### config.mk
export PLATFORM = sky130hd
export DESIGN_NAME = ectc_parser
export DESIGN_NICKNAME = d
export VERILOG_FILES = /design/src/hw/rtl/assert_macros.svh /design/src/hw/rtl/ectc_pkg.sv /design/src/hw/rtl/ectc_parser.sv
export SDC_FILE = /design/constraint.sdc
export NUM_CORES = 1
export LEC_CHECK = 0
export CORE_AREA = 10 10 50 52
export DETAILED_ROUTE_END_ITERATION = 7
export DIE_AREA = 0 0 60 62
export DONT_BUFFER_PORTS = 1
export PLACE_DENSITY = 0.6
export SLEW_MARGIN = 20
export SYNTH_ARGS = -nofsm -noshare
export SYNTH_HDL_FRONTEND = slang
export SYNTH_SLANG_ARGS = --single-unit
### constraint.sdc
create_clock -name vclk -period 3.8
set_input_delay 0.57 -clock vclk [all_inputs]
set_output_delay 0.57 -clock vclk [all_outputs]
set_load 0.005 [all_outputs]
### src/hw/rtl/assert_macros.svh
// Assertion macros for the RTL files that carry checks
`ifndef ASSERT_MACROS_SVH
`define ASSERT_MACROS_SVH

// Same-cycle implication, disabled during reset
`define ASSERT_IMPL(label, clk, rst_n, ante, cons, msg) \
    label: assert property (@(posedge clk) disable iff (!(rst_n)) (ante) |-> (cons)) \
        else $error(msg);

// Next-cycle implication, disabled during reset
`define ASSERT_NEXT(label, clk, rst_n, ante, cons, msg) \
    label: assert property (@(posedge clk) disable iff (!(rst_n)) (ante) |=> (cons)) \
        else $error(msg);

`endif

### src/hw/rtl/ectc_pkg.sv
// Types, character codes and helpers of the colour text console
package ectc_pkg;

    localparam logic [7:0] CH_ESC     = 8'h1B;
    localparam logic [7:0] CH_BRACKET = 8'h5B;
    localparam logic [7:0] CH_FG      = 8'h33;
    localparam logic [7:0] CH_BG      = 8'h34;
    localparam logic [7:0] CH_RESET   = 8'h30;
    localparam logic [7:0] CH_DIGIT0  = 8'h30;
    localparam logic [7:0] CH_NEWLINE = 8'h0A;
    localparam logic [7:0] CH_NUL     = 8'h00;
    localparam logic [7:0] FIRST_GLYPH = 8'd32;

    localparam logic [2:0] PAL_WHITE = 3'd7;
    localparam logic [2:0] PAL_BLACK = 3'd0;

    localparam logic [7:0] COLS_RESET = 8'd80;
    localparam logic [7:0] ROWS_RESET = 8'd30;

    localparam logic [7:0] REG_TEXT_COLUMNS = 8'd0;
    localparam logic [7:0] REG_TEXT_ROWS    = 8'd1;

    typedef enum logic [6:0] {
        PH_NORMAL   = 7'b0000001,
        PH_ESC      = 7'b0000010,
        PH_BRACKET  = 7'b0000100,
        PH_FG_DIGIT = 7'b0001000,
        PH_BG_DIGIT = 7'b0010000,
        PH_SKIP     = 7'b0100000,
        PH_FORCE    = 7'b1000000
    } t_phase;

    typedef enum logic [1:0] {
        ACT_NONE    = 2'd0,
        ACT_NEWLINE = 2'd1,
        ACT_GLYPH   = 2'd2
    } t_act;

    typedef struct packed {
        t_phase     phase;
        logic [2:0] fg;
        logic [2:0] bg;
        t_act       act;
    } t_parse_out;

    // Ids 1 to 7 keep their value, anything else is black
    function automatic logic [2:0] color_of_id(input logic [7:0] b);
        logic [7:0] id;
        id = b - CH_DIGIT0;
        return (id >= 8'd1 && id <= 8'd7) ? id[2:0] : PAL_BLACK;
    endfunction

endpackage

### src/hw/rtl/ectc_parser.sv
// Escape grammar decoder: next parser phase, colours and cursor action for one byte
module ectc_parser (
    input  ectc_pkg::t_phase     i_phase,
    input  logic [7:0]           i_byte,
    input  logic [2:0]           i_fg,
    input  logic [2:0]           i_bg,
    output ectc_pkg::t_parse_out o_res
);

    ectc_pkg::t_act emit_act;

    assign emit_act = (i_byte == ectc_pkg::CH_NEWLINE) ? ectc_pkg::ACT_NEWLINE
                                                       : ectc_pkg::ACT_GLYPH;

    always_comb begin
        o_res.phase = i_phase;
        o_res.fg    = i_fg;
        o_res.bg    = i_bg;
        o_res.act   = ectc_pkg::ACT_NONE;
        if (i_byte == ectc_pkg::CH_NUL) begin
            o_res.phase = ectc_pkg::PH_NORMAL;
        end else begin
            case (i_phase)
                ectc_pkg::PH_NORMAL: begin
                    if (i_byte == ectc_pkg::CH_ESC) begin
                        o_res.phase = ectc_pkg::PH_ESC;
                    end else begin
                        o_res.act = emit_act;
                    end
                end
                ectc_pkg::PH_ESC: begin
                    if (i_byte == ectc_pkg::CH_BRACKET) begin
                        o_res.phase = ectc_pkg::PH_BRACKET;
                    end else begin
                        o_res.phase = ectc_pkg::PH_NORMAL;
                        o_res.act   = emit_act;
                    end
                end
                ectc_pkg::PH_BRACKET: begin
                    if (i_byte == ectc_pkg::CH_FG) begin
                        o_res.phase = ectc_pkg::PH_FG_DIGIT;
                    end else if (i_byte == ectc_pkg::CH_BG) begin
                        o_res.phase = ectc_pkg::PH_BG_DIGIT;
                    end else begin
                        if (i_byte == ectc_pkg::CH_RESET) begin
                            o_res.fg = ectc_pkg::PAL_WHITE;
                            o_res.bg = ectc_pkg::PAL_BLACK;
                        end
                        o_res.phase = ectc_pkg::PH_SKIP;
                    end
                end
                ectc_pkg::PH_FG_DIGIT: begin
                    o_res.fg    = ectc_pkg::color_of_id(i_byte);
                    o_res.phase = ectc_pkg::PH_SKIP;
                end
                ectc_pkg::PH_BG_DIGIT: begin
                    o_res.bg    = ectc_pkg::color_of_id(i_byte);
                    o_res.phase = ectc_pkg::PH_SKIP;
                end
                ectc_pkg::PH_SKIP: begin
                    o_res.phase = ectc_pkg::PH_FORCE;
                end
                default: begin
                    // forced byte: print without parsing
                    o_res.phase = ectc_pkg::PH_NORMAL;
                    o_res.act   = emit_act;
                end
            endcase
        end
    end

endmodule
==> After elaboration in Yosys (flattened, before gate mapping) <==
Index checks and enable logic that the tools add are counted.
{ "word_totals": {"register_bits": 0, "output_inout_bits": 15, "in_bits": 21, "elab_cells": 36} }
{ "classes": {"mux": 17, "n_eq_ne": 12, "reduce_logical": 4, "add_sub_neg": 1, "magnitude_cmp": 2} }
{ "ops": {"columns": ["operator", "n"], "rows": [
  ["7-bit case mux with 5 select lines", 1],
  ["6-bit two-way mux", 5],
  ["8-bit by 6-bit == test with 1-bit output, second input constant", 3],
  ["7-bit two-way mux", 2],
  ["3-bit case mux with 2 select lines", 2],
  ["8-bit by 4-bit == test with 1-bit output, second input constant", 1],
  ["8-bit by 5-bit == test with 1-bit output, second input constant", 1],
  ["8-bit by 7-bit == test with 1-bit output, second input constant", 1],
  ["8-bit by 1-bit greater-or-equal comparator with 1-bit output, second input constant", 1],
  ["8-bit by 3-bit <= comparator with 1-bit output, second input constant", 1],
  ["8-bit zero test", 1],
  ["8-bit two-way mux", 1],
  ["8-bit by 6-bit subtractor with 8-bit output, second input constant", 1],
  ["7-bit by 1-bit == test with 1-bit output, second input constant", 1],
  ["7-bit by 2-bit == test with 1-bit output, second input constant", 1],
  ["7-bit by 3-bit == test with 1-bit output, second input constant", 1],
  ["7-bit by 4-bit == test with 1-bit output, second input constant", 1],
  ["7-bit by 5-bit == test with 1-bit output, second input constant", 1],
  ["7-bit by 6-bit == test with 1-bit output, second input constant", 1],
  ["2-bit two-way mux", 3],
  ["3-bit two-way mux", 2],
  ["2-bit case mux with 3 select lines", 1],
  ["4-bit OR reduction", 1],
  ["2-bit OR reduction", 1],
  ["1-bit logical AND", 1]
]} }

==> Depth between registers and ports, before layout <==
{ "depth": {"ltp_word": 6, "mapped_depth": 5, "ltp_nobuf": 4} }

==> Worst setup path after synthesis <==
OpenSTA, ideal clock, no wires.
{ "synth_path": {"path_kind": "in2out", "start": "input i_phase[2]", "end": "output o_res[5] in the netlist's numbering", "cell_stages": 5, "required_ps": 3230, "setup_slack_ps": 1501, "arrival_ps": 1729, "path_buffers": 1, "cell_sequence": "buf_6 > or4b_4 > a211oi_2 > mux2i_1 > nand2_1"} }
{ "synth_rtl": {"columns": ["item", "line", "text"], "rows": [
  ["start, declared", "ectc_parser.sv:3", "input ectc_pkg::t_phase i_phase,"],
  ["end, declared", "ectc_parser.sv:7", "output ectc_pkg::t_parse_out o_res"]
]} }

==> impl_metrics.py <==
metrics = {
    "pwr": {
        "switching_power_uw": 11.3,
        "intPower_uw": 12.8,
        "netSwitchingFraction": 0.469,
        "cellPowerDensity_mw_per_mm2": 44.6,
        "power_frac_seq": 0,
        "p_leak_uw": 0.000136,
        "power_frac_clock": 0,
        "vdd_ir_drop_max_v": 0.0000112,
        "pwr-share-comb": 1.000,
    },
    "clocking": {
        "post_cts_hold_buffer_count": 0,
        "post_cts_resize_count": 0,
        "postCtsSetupRepairBufs": 0,
    },
    "routing": {
        "detailroute.via_count": 612,
        "dr.pass1.iters": 4,
        "wirelength_um": 1760,
        "dr.first_iter.drc_count": 18,
        "drc_errors": 0,
        "viasPerCell": 6.44,
        "ant_nets": 0,
        "wire_per_inst_um": 18.6,
    },
    "place": {
        "placement_stage_worst_setup_slack_ns": 1.48,
        "post-place-cells": 95,
        "io_buffers": 0,
        "placed_cell_area_um2": 542,
        "dp_hpwl_um": 1540,
        "routabilityCongestion": 0.785,
    },
    "timing": {
        "layout_setup_ws_ns": 1.48,
        "final.period_utilization": 0.610,
        "setup_viol_count_final": 0,
        "max_clock_freq_ghz": 0.432,
        "finalHoldViolCount": 0,
        "period_needed_ns": 2.32,
        "timing_worst_slew_pin_value_ns": 0.548,
        "worst_slew_margin_rel": 0.632,
        "grt_setup_unrepaired": "false",
        "final-max-slew-violation-count": 0,
        "fin_setup_tns_ns": 0,
    },
    "yosys": {
        "synth_largest_type_area_fraction": 0.0732,
        "synth-warning-count": 0,
        "syn_inst": 81,
        "synth_most_common_cell": "sky130_fd_sc_hd__nand2_1",
        "syn_area_um2": 547,
        "synth.yosys.seq_area_share": 0,
        "syn_avg_cell_area_um2": 6.75,
        "post-synth-top-area-cell": "sky130_fd_sc_hd__nand3_1",
        "ys_top_cells_by_area": "sky130_fd_sc_hd__nand3_1, sky130_fd_sc_hd__nand2_1, sky130_fd_sc_hd__nor3_1",
        "netlist_top_cells_count": "sky130_fd_sc_hd__nand2_1, sky130_fd_sc_hd__nand3_1, sky130_fd_sc_hd__nor3_1",
        "net_count_synth": 102,
        "synth_cell_type_count": 33,
    },
    "critical_path": {
        "cp-end-kind": "output pin",
        "critical_path_class": "input pin to output pin",
        "timing.critical_path.slowest_stage_cell": "sky130_fd_sc_hd__or4b_4",
        "critical_path.cell_chain": "or4b_4, a211oi_2, mux2i_1, nand2_1",
        "worst-endpoint-arrival_ns": 1.75,
        "critPathLaunchType": "input pin",
        "maximum_cell_stage_delay_along_the_critical_path_ns": 0.52,
        "crit_required_ns": 3.23,
        "crit_path_max_fanout": 9,
    },
    "grt": {
        "grt_first_pass_wirelength_um": 2730,
        "grt_antenna_before_repair": 0,
        "grt.overflow.total": 0,
        "grt_util_all_layers": 0.0887,
        "pin_count_of_the_biggest_net_entering_global_routing": 13,
        "first_global_vias": 579,
    },
    "worst_hold_path": {
        "hold_path_depth": 1,
        "holdCritPathClass": "input pin to output pin",
        "min-delay-start": "i_byte[1]",
        "worstHoldEndpoint": "o_res[12]",
    },
    "final_layout": {
        "final_cell_count_no_fill": 95,
        "nNetsFinal": 101,
        "area_delta_synth_final_pct": -0.915,
        "seq_cells": 0,
        "final.clkbuf_count": 0,
        "finish.instance_area_um2": 542,
        "regArea_um2": 0,
        "drive_above_1_share": 0.0897,
        "filler_cells_inserted": 179,
        "num_antenna_cells": 0,
    },
    "floorplanning": {
        "rows": 15,
        "die_height_um": 62,
        "number_of_primary_i_o_pins": 36,
        "die_w_um": 60,
        "core-area_mm2": 0.00161,
        "effective_utilization_at_floorplan": 0.339,
        "design.die.area_mm2": 0.00372,
    },
    "run_status": {
        "outcome": "finished clean",
    },
    "run": {
        "max-cap-violations": 0,
    },
}
cell families after synthesis:
kind of cell / count (synthesis) / synth area share
simple gates: 59 / 0.686
mux: 1 / 0.0183
compound gates: 14 / 0.183
xor+xnor: 4 / 0.0641
buf+inv: 3 / 0.0480
power groups by stage:
| stage | registers, uW | logic [uW] | clock network [uW] |
|---|---|---|---|
| floorplan | 0 | 26.4 | 0 |
| global placement | 0 | 24.2 | 0 |
| detailed placement | 0 | 24.4 | 0 |
| CTS | 0 | 24.5 | 0 |
| global route | 0 | 27.2 | 0 |
| finish | 0 | 24.1 | 0 |
worst max path at each step:
stage               startpoint         to  slack [ns]  depth (start not counted)
finish              i_phase[2]   o_res[5]        1.48                          4
global route        i_phase[0]  o_res[13]        1.37                          4
CTS                 i_phase[2]   o_res[5]        1.48                          4
detailed placement  i_phase[2]   o_res[5]        1.48                          4
global placement     i_byte[7]   o_res[1]        1.50                          4
floorplan           i_phase[2]   o_res[5]        1.50                          5
layer usage:
layer	wire length [um]	global-route usage	vias to the layer above	share of wire
met5	0	0	-	0
met4	0	0	0	0
met3	184	0.0386	0	0.10
met2	994	0.182	17	0.56
met1	584	0.0822	277	0.33
li1	-	-	318	-
placed cells by master, fill, tap and decap left out:
master	instances
sky130_fd_sc_hd__or3_4	1
sky130_fd_sc_hd__nor4b_1	1
sky130_fd_sc_hd__nand2b_1	4
sky130_fd_sc_hd__o2bb2ai_1	3
sky130_fd_sc_hd__nor2_1	5
sky130_fd_sc_hd__a21oi_1	4
sky130_fd_sc_hd__nor3_2	1
sky130_fd_sc_hd__and4b_1	1
sky130_fd_sc_hd__nand3_1	8
sky130_fd_sc_hd__o22ai_1	3
sky130_fd_sc_hd__nand2_1	9
sky130_fd_sc_hd__nor4_1	4
sky130_fd_sc_hd__nand4bb_1	1
sky130_fd_sc_hd__nor3_1	6
sky130_fd_sc_hd__xor2_1	3
sky130_fd_sc_hd__nor2b_1	2
sky130_fd_sc_hd__or4_4	2
sky130_fd_sc_hd__or4_1	1
sky130_fd_sc_hd__nor3b_2	1
sky130_fd_sc_hd__or4b_4	1
sky130_fd_sc_hd__a32oi_1	1
sky130_fd_sc_hd__nand4_1	2
sky130_fd_sc_hd__mux2i_1	1
sky130_fd_sc_hd__a211oi_2	1
sky130_fd_sc_hd__o21ai_1	1
sky130_fd_sc_hd__xnor2_1	1
sky130_fd_sc_hd__nand3b_1	4
sky130_fd_sc_hd__nor3b_1	3
sky130_fd_sc_hd__and4_1	1
sky130_fd_sc_hd__and3b_1	1
sky130_fd_sc_hd__o311ai_0	1
final cells by class:
cell class | instances | area [um2] | share of cell area
Multi-Input combinational cell | 78 | 520 | 0.961
Tap cell | 17 | 21.3 | 0.0393
critical path: cells and delay by family:
family	cells	cell delay, ns
and+or+nand+nor	2	0.61
AOI/OAI and AO/OA	1	0.34
muxes	1	0.23
through the flow:
stage          utilization  hold WS, ns  power [uW]
2_1_floorplan            -         1.23        26.4
3_3_place_gp         0.336         1.19        24.2
3_5_place_dp         0.336         1.19        24.4
4_1_cts              0.336         1.19        24.5
5_1_grt              0.336         1.19        27.2
6_report             0.336         1.18        24.1
Note: power is estimated with default switching activity, not from simulation.
